==> src/b2d_pkg.sv <==
// ----------------------------------------------------------------------------
// b2d_pkg
// shared constants and types for the binary to decimal digit unit
// ----------------------------------------------------------------------------
package b2d_pkg;

   localparam int IN_W        = 32;
   localparam int VALUE_BITS  = 32;
   localparam int MAX_DIGITS  = 10;
   localparam int DIGIT_W     = 4;
   localparam int POS_W       = 4;
   localparam int BCD_W       = DIGIT_W * MAX_DIGITS;
   localparam int STEP_W      = $clog2(VALUE_BITS + 1);
   localparam int CNT_W       = $clog2(MAX_DIGITS + 1);
   localparam int IDX_W       = $clog2(MAX_DIGITS);
   localparam int FRONT_DEPTH = 2;
   localparam int FPTR_W      = $clog2(FRONT_DEPTH);
   localparam int FCNT_W      = $clog2(FRONT_DEPTH + 1);

   typedef struct packed {
      logic [VALUE_BITS-1:0] value;
      logic                  is_zero;
   } b2d_item_type;

   typedef struct packed {
      logic         valid;
      b2d_item_type item;
   } b2d_queue_type;

   typedef enum logic [1:0] {
      ST_IDLE,
      ST_CONVERT,
      ST_SIZE,
      ST_EMIT
   } b2d_state_type;

endpackage

==> src/b2d_front.sv <==
// ----------------------------------------------------------------------------
// b2d_front
// input queue: takes values, flags zero, holds them for the converter
// ----------------------------------------------------------------------------
module b2d_front (
   input  logic                       clock,
   input  logic                       reset,
   input  logic                       req_push,
   output logic                       req_full,
   input  logic [b2d_pkg::IN_W-1:0]   req_value,
   output b2d_pkg::b2d_queue_type     item_out,
   input  logic                       item_ready
);
   import b2d_pkg::*;

   logic [VALUE_BITS-1:0] value_ff [FRONT_DEPTH];
   logic [VALUE_BITS-1:0] value_in;
   logic                  zero_ff  [FRONT_DEPTH];
   logic                  zero_in;
   logic [FPTR_W-1:0]     wr_ff, wr_in;
   logic [FPTR_W-1:0]     rd_ff, rd_in;
   logic [FCNT_W-1:0]     count_ff, count_in;
   logic                  push_ok;
   logic                  pop_ok;

   assign req_full = (count_ff == FCNT_W'(FRONT_DEPTH));
   assign push_ok  = req_push && !req_full;
   assign pop_ok   = item_out.valid && item_ready;

   // classify
   assign value_in = req_value[VALUE_BITS-1:0];
   assign zero_in  = (value_in == '0);

   assign item_out.valid        = (count_ff != '0);
   assign item_out.item.value   = value_ff[rd_ff];
   assign item_out.item.is_zero = zero_ff[rd_ff];

   always_comb begin
      wr_in    = wr_ff;
      rd_in    = rd_ff;
      count_in = count_ff;
      if (push_ok) begin
         wr_in = (wr_ff == FPTR_W'(FRONT_DEPTH - 1)) ? '0 : wr_ff + FPTR_W'(1);
      end
      if (pop_ok) begin
         rd_in = (rd_ff == FPTR_W'(FRONT_DEPTH - 1)) ? '0 : rd_ff + FPTR_W'(1);
      end
      if (push_ok && !pop_ok) begin
         count_in = count_ff + FCNT_W'(1);
      end else if (pop_ok && !push_ok) begin
         count_in = count_ff - FCNT_W'(1);
      end
   end

   always_ff @(posedge clock) begin
      if (reset) begin
         wr_ff    <= '0;
         rd_ff    <= '0;
         count_ff <= '0;
      end else begin
         wr_ff    <= wr_in;
         rd_ff    <= rd_in;
         count_ff <= count_in;
      end
   end

   always_ff @(posedge clock) begin
      if (push_ok) begin
         value_ff[wr_ff] <= value_in;
         zero_ff[wr_ff]  <= zero_in;
      end
   end

endmodule

==> src/b2d_back.sv <==
// ----------------------------------------------------------------------------
// b2d_back
// double-dabble converter and digit emitter with an output register
// ----------------------------------------------------------------------------
module b2d_back (
   input  logic                            clock,
   input  logic                            reset,
   input  b2d_pkg::b2d_queue_type          item_in,
   output logic                            item_ready,
   input  logic                            rsp_pop,
   output logic                            rsp_empty,
   output logic [b2d_pkg::DIGIT_W-1:0]     rsp_digit,
   output logic [b2d_pkg::POS_W-1:0]       rsp_position,
   output logic                            rsp_last
);
   import b2d_pkg::*;

   b2d_state_type         state_ff, state_in;
   logic [VALUE_BITS-1:0] binary_ff, binary_in;
   logic [BCD_W-1:0]      bcd_ff, bcd_in;
   logic [STEP_W-1:0]     step_ff, step_in;
   logic [CNT_W-1:0]      total_ff, total_in;
   logic [CNT_W-1:0]      idx_ff, idx_in;
   logic                  out_valid_ff, out_valid_in;
   logic [DIGIT_W-1:0]    digit_ff, digit_in;
   logic [POS_W-1:0]      pos_ff, pos_in;
   logic                  last_ff, last_in;

   logic                  take;
   logic                  emit_fire;
   logic                  step_done;
   logic                  emit_last;
   logic [IDX_W-1:0]      src_idx;
   logic [CNT_W-1:0]      size_total;

   function automatic logic [BCD_W-1:0] dabble(input logic [BCD_W-1:0] bcd,
                                               input logic bit_in);
      logic [BCD_W-1:0] adj;
      for (int k = 0; k < MAX_DIGITS; k++) begin
         adj[k*DIGIT_W +: DIGIT_W] = (bcd[k*DIGIT_W +: DIGIT_W] >= DIGIT_W'(5)) ?
            bcd[k*DIGIT_W +: DIGIT_W] + DIGIT_W'(3) : bcd[k*DIGIT_W +: DIGIT_W];
      end
      return {adj[BCD_W-2:0], bit_in};
   endfunction

   // highest nonzero digit, at least one digit
   always_comb begin
      size_total = CNT_W'(1);
      for (int k = 0; k < MAX_DIGITS; k++) begin
         if (bcd_ff[k*DIGIT_W +: DIGIT_W] != '0) begin
            size_total = CNT_W'(k + 1);
         end
      end
   end

   assign step_done = (step_ff == STEP_W'(VALUE_BITS - 1));
   assign emit_last = (idx_ff == total_ff - CNT_W'(1));
   assign src_idx   = IDX_W'(total_ff - CNT_W'(1) - idx_ff);

   // outputs of the sequencer
   always_comb begin
      item_ready = (state_ff == ST_IDLE);
      take       = (state_ff == ST_IDLE) && item_in.valid;
      emit_fire  = (state_ff == ST_EMIT) && (!out_valid_ff || rsp_pop);
   end

   // next state
   always_comb begin
      state_in = state_ff;
      case (state_ff)
         ST_IDLE: begin
            if (item_in.valid) begin
               state_in = item_in.item.is_zero ? ST_EMIT : ST_CONVERT;
            end
         end
         ST_CONVERT: begin
            if (step_done) begin
               state_in = ST_SIZE;
            end
         end
         ST_SIZE: begin
            state_in = ST_EMIT;
         end
         ST_EMIT: begin
            if (emit_fire && emit_last) begin
               state_in = ST_IDLE;
            end
         end
         default: begin
            state_in = ST_IDLE;
         end
      endcase
   end

   // datapath
   always_comb begin
      binary_in    = binary_ff;
      bcd_in       = bcd_ff;
      step_in      = step_ff;
      total_in     = total_ff;
      idx_in       = idx_ff;
      out_valid_in = out_valid_ff;
      digit_in     = digit_ff;
      pos_in       = pos_ff;
      last_in      = last_ff;
      if (take) begin
         binary_in = item_in.item.value;
         bcd_in    = '0;
         step_in   = '0;
         total_in  = CNT_W'(1);
         idx_in    = '0;
      end
      if (state_ff == ST_CONVERT) begin
         bcd_in    = dabble(bcd_ff, binary_ff[VALUE_BITS-1]);
         binary_in = binary_ff << 1;
         step_in   = step_done ? '0 : step_ff + STEP_W'(1);
      end
      if (state_ff == ST_SIZE) begin
         total_in = size_total;
         idx_in   = '0;
      end
      if (emit_fire) begin
         digit_in     = bcd_ff[src_idx*DIGIT_W +: DIGIT_W];
         pos_in       = POS_W'(idx_ff);
         last_in      = emit_last;
         idx_in       = idx_ff + CNT_W'(1);
         out_valid_in = 1'b1;
      end else if (rsp_pop) begin
         out_valid_in = 1'b0;
      end
   end

   always_ff @(posedge clock) begin
      if (reset) begin
         state_ff     <= ST_IDLE;
         binary_ff    <= '0;
         bcd_ff       <= '0;
         step_ff      <= '0;
         total_ff     <= '0;
         idx_ff       <= '0;
         out_valid_ff <= 1'b0;
      end else begin
         state_ff     <= state_in;
         binary_ff    <= binary_in;
         bcd_ff       <= bcd_in;
         step_ff      <= step_in;
         total_ff     <= total_in;
         idx_ff       <= idx_in;
         out_valid_ff <= out_valid_in;
      end
   end

   always_ff @(posedge clock) begin
      digit_ff <= digit_in;
      pos_ff   <= pos_in;
      last_ff  <= last_in;
   end

   assign rsp_empty    = !out_valid_ff;
   assign rsp_digit    = digit_ff;
   assign rsp_position = pos_ff;
   assign rsp_last     = last_ff;

   a_load_from_emit: assert property (@(posedge clock) disable iff (reset)
      $rose(out_valid_ff) |-> $past(state_ff) == ST_EMIT)
      else $error("result loaded outside emit state");

   a_index_in_range: assert property (@(posedge clock) disable iff (reset)
      state_ff == ST_EMIT |-> total_ff != '0 && total_ff <= CNT_W'(MAX_DIGITS)
                              && idx_ff < total_ff)
      else $error("emit index out of range");

   a_last_ends_item: assert property (@(posedge clock) disable iff (reset)
      emit_fire && emit_last |=> state_ff == ST_IDLE && out_valid_ff && rsp_last)
      else $error("last digit did not close the transaction");

   a_step_idle: assert property (@(posedge clock) disable iff (reset)
      state_ff == ST_SIZE |-> step_ff == '0)
      else $error("step counter not cleared after conversion");

endmodule

==> src/binary_to_decimal_digits_unit.sv <==
// ----------------------------------------------------------------------------
// binary_to_decimal_digits_unit
// splits an unsigned binary value into its decimal digits, most significant
// first, one result transaction per digit
// ----------------------------------------------------------------------------
// A pushed value enters a two-entry input queue, then the converter runs one
// double-dabble step per cycle through its shared add-3 and shift unit, one
// step per value bit, finds the top significant digit in the size state, then
// moves one digit per cycle into the output register while that register is
// empty or being popped; zero skips the conversion. Leading zeros are dropped
// and zero gives the single digit 0. The next value is taken while the last
// digit of the previous one waits.
module binary_to_decimal_digits_unit (
   input  logic                          clock,
   input  logic                          reset,
   input  logic                          req_push,
   output logic                          req_full,
   input  logic [b2d_pkg::IN_W-1:0]      req_value,
   output logic                          rsp_empty,
   input  logic                          rsp_pop,
   output logic [b2d_pkg::DIGIT_W-1:0]   rsp_digit,
   output logic [b2d_pkg::POS_W-1:0]     rsp_position,
   output logic                          rsp_last
);
   import b2d_pkg::*;

   b2d_queue_type queue_item;
   logic          queue_ready;

   b2d_front u_front (
      .clock      (clock),
      .reset      (reset),
      .req_push   (req_push),
      .req_full   (req_full),
      .req_value  (req_value),
      .item_out   (queue_item),
      .item_ready (queue_ready)
   );

   b2d_back u_back (
      .clock        (clock),
      .reset        (reset),
      .item_in      (queue_item),
      .item_ready   (queue_ready),
      .rsp_pop      (rsp_pop),
      .rsp_empty    (rsp_empty),
      .rsp_digit    (rsp_digit),
      .rsp_position (rsp_position),
      .rsp_last     (rsp_last)
   );

endmodule

==> config.mk <==
export PLATFORM = sky130hd
export DESIGN_NAME = binary_to_decimal_digits_unit
export DESIGN_NICKNAME = d
export VERILOG_FILES = /design/src/b2d_pkg.sv /design/src/b2d_front.sv /design/src/b2d_back.sv /design/src/binary_to_decimal_digits_unit.sv
export SDC_FILE = /design/constraint.sdc
export NUM_CORES = 1
export LEC_CHECK = 0
export BUFFER_PORTS_ARGS = -buffer_cell sky130_fd_sc_hd__buf_2
export CORE_AREA = 5 5 126 128
export CTS_BUF_LIST = sky130_fd_sc_hd__clkbuf_2 sky130_fd_sc_hd__clkbuf_4 sky130_fd_sc_hd__clkbuf_8
export CTS_CLUSTER_SIZE = 16
export DETAILED_ROUTE_END_ITERATION = 7
export DIE_AREA = 0 0 131 133
export PLACE_DENSITY = 0.82
export RECOVER_POWER = 25
export SYNTH_ARGS = -nofsm -noshare
export SYNTH_HDL_FRONTEND = slang
export SYNTH_SLANG_ARGS = --single-unit
==> constraint.sdc <==
create_clock -name clock -period 2.3 [get_ports clock]
set_input_delay 0.23 -clock clock [delete_from_list [all_inputs] [get_ports clock]]
set_output_delay 0.23 -clock clock [all_outputs]
set_load 0.03 [all_outputs]
==> flow_metrics.tcl <==
set metrics [dict create \
    synth.avg_cell_area_um2 10.3 \
    cts_root_buf "clkbuf_8" \
    gp_congestion 0.854 \
    ant_nets 0 \
    final_nets 921 \
    tns_ns 0 \
    clk_latency_ns 0.45 \
    synth_simple_gate_area_frac 0.151 \
    slowest_delay_ns 0.56 \
    io_buffers 46 \
    synth_edf_count 75 \
    drv_slew 0 \
    cp.arrival_ns 2.43 \
    ys_seq_area_frac 0.512 \
    synth_area_leaders "edfxtp_1 28%, dfxtp_1 23%, a21oi_1 5.5%" \
    dp_cells 988 \
    async_reset_ff_frac 0 \
    synth.cell_area_mm2 0.00808 \
    hpwl_um 10500 \
    dieWidth_um 131 \
    synth_xor_area_frac 0.0245 \
    tightest_slew_ns 0.695 \
    holdPathStages 1 \
    remaining_drc_errors 0 \
    leakagePower_nw 3.32 \
    hold_viol 0 \
    setup_violations 0 \
    cts_made_buffers 17 \
    cts_buffer_depth 2 \
    first_pass_iters 7 \
    ioPinCount 47 \
    min_period_ns 2.23 \
    drt_iter0_markers 378 \
    yosys_register_bits 169 \
    synth_top_area_frac 0.279 \
    vdd_ir_drop_max_v 0.000754 \
    fin_skew_ns 0.0125 \
    overflow 0 \
    grt_pass1_vias 6042 \
    synth_cells 783 \
    synth-compound-area-share 0.141 \
    p_per_area_mw_per_mm2 1080 \
    drive_above_1_share 0.110 \
    antenna_found_initial 0 \
    crit_type "reg -> reg" \
    cts.sinks 169 \
    startpoint_type "flop" \
    finalCritPeriodShare 0.971 \
    path_cells "inv_1 > ha_1 > fa_2 > clkbuf_2 > mux4_2 > mux2i_1 > mux2i_1" \
    antenna_cells 0 \
    synthDistinctLibCells 50 \
    run_status "complete, no violations" \
    grt_max_degree 110 \
    maxSlewHeadroom 0.537 \
    timing.max_cap.violations 0 \
    synth.most_common_cell "nor2_1" \
    fin_cells 1054 \
    synth_mux_area_frac 0.0784 \
    cts_tree "yes" \
    die_area_mm2 0.0174 \
    hold_path_class "in -> reg" \
    syn-num-nets 851 \
    synth_ff_type "dfxtp_1" \
    slowest_stage "fa_2" \
    fmax_mhz 448 \
    synth_common_cells "101 x nor2_1, 94 x dfxtp_1, 89 x a21oi_1" \
    grt_first_pass_wirelength_um 28900 \
    num_vias 6040 \
    htreeDepth 4 \
    worstPathRequired_ns 2.49 \
    synth_top_area_cell "edfxtp_1" \
    clk_pin_slew_ns 0.09 \
    area_growth_pct 14.6 \
    grt.total_usage 0.204 \
    initial_core_util 0.548 \
    die_y_um 133 \
    crit_path_end_kind "flop" \
    ff2ff_path_depth 7 \
    viasPerCell 5.73 \
    rows 45 \
    cpMostUsedCell "mux2i_1" \
    wirelength_um 17000 \
    ys.warnings.count 0 \
    path_max_fanout 4 \
    synth_top_family_by_area "simple AND/OR/NAND/NOR gates" \
    wl_per_cell_um 16.1 \
    synth_fa_ha_area_frac 0.0505 \
    core_mm2 0.0148 \
]
## layout make-up
class | count | area [µm²]
fill | 1149 | 5490
sequential | 169 | 4140
multi-input combinational | 534 | 3620
timing repair buffer | 97 | 712
clock buffer | 18 | 241
tap | 188 | 235
clock inverter | 14 | 188
inverter | 34 | 128
## where the power goes
| part | switching, mW | internal [mW] |
|---|---|---|
| logic | 2.14 | 1.50 |
| clock network | 1.14 | 1.12 |
| registers | 0.337 | 3.73 |
## cell usage in the layout, fill, tap and decap left out, drive strengths merged, types with 4 or more instances in the layout
cell         netlist  layout
buf               22      34
edfxtp            75      75
nand4             10      10
or3               17      17
xor2               7       7
a21o              11      11
dfxtp             94      94
a211oi            33      33
a21oi             89      89
nor4               8       8
nand2b            14      14
nor3              17      17
nand3             22      22
inv               34      39
o21ai             23      23
clkbuf            24      50
dlygate4sd3        0      31
nor2             102     102
mux2i             43      43
mux4               8       8
o211ai            15      15
clkinv             0       4
nor3b             16      16
xnor2             13      13
nand2             25      25
ha                31      31
nand3b             9       9
## what timing repair did
item	4_1_cts	5_1_grt
setup buffers	0	3
hold buffers	31	0
pin swaps	0	1
endpoints found under the setup margin	4	4
resized for setup	1	1
endpoints found under the hold margin	62	0
## stage by stage
step | total power, mW | area (µm²) | utilization | hold WS, ns | setup WS, ns
2_1_floorplan | 6.83 | 8080 | - | 0.306 | 0.0527
3_3_place_gp | 7.53 | 8530 | 0.579 | 0.432 | 0.0373
3_5_place_dp | 7.65 | 8530 | 0.579 | 0.435 | -0.0489
4_1_cts | 9.95 | 9280 | 0.629 | 0.00724 | 0.0502
5_1_grt | 10.6 | 9260 | 0.628 | 0.0780 | -0.00937
6_report | 9.96 | 9260 | 0.628 | 0.0961 | 0.0678
## worst max-delay path: cells and delay by family, from the launching register on
kind	cells	cell delay, ns
buf+inv	2	0.22
fa+ha+maj	2	0.88
flops	1	0.33
mux	3	0.54
## routing by layer
layer  vias up  routed length [µm]  global-route usage
li1       2977                   -                   -
met1      2857                7280               0.265
met2       167                8380               0.333
met3        39                 853              0.0472
met4         0                 435              0.0743
met5         -                   0                   0
## state kept, by name (all words and copies together) (netlist names), 2 cells and up, named ones only
signal,count
u_back.rsp_digit,4
u_back.binary_ff,32
u_front.value_ff,64
u_front.zero_ff,2
u_back.step_ff,6
u_back.rsp_position,4
u_back.state_ff,2
u_front.count_ff,2
u_back.total_ff,4
u_back.idx_ff,4
u_back.bcd_ff,40
## worst paths after layout
kind                            slack (ns)                              from                                 to
worst max register to register        0.07   u_back.total_ff[0]$_SDFFE_PP0P_      u_back.rsp_digit[0]$_DFFE_PP_
worst max-delay path                  0.07   u_back.total_ff[0]$_SDFFE_PP0P_      u_back.rsp_digit[0]$_DFFE_PP_
worst min register to register        0.49  u_back.binary_ff[3]$_SDFFE_PP0P_   u_back.binary_ff[4]$_SDFFE_PP0P_
worst min-delay path                   0.1                     req_value[31]  u_front.value_ff[0][31]$_DFFE_PP_
## logic make-up (layout without fill, tap and decap cells)
kind of cell    Yosys count  count (layout)
xor+xnor                 20              20
fa+ha+maj                32              32
compound gates          183             183
simple gates            246             246
flops                   169             169
mux                      53              53
buf+inv                  80             163
Power figures use the tool's default switching activity.
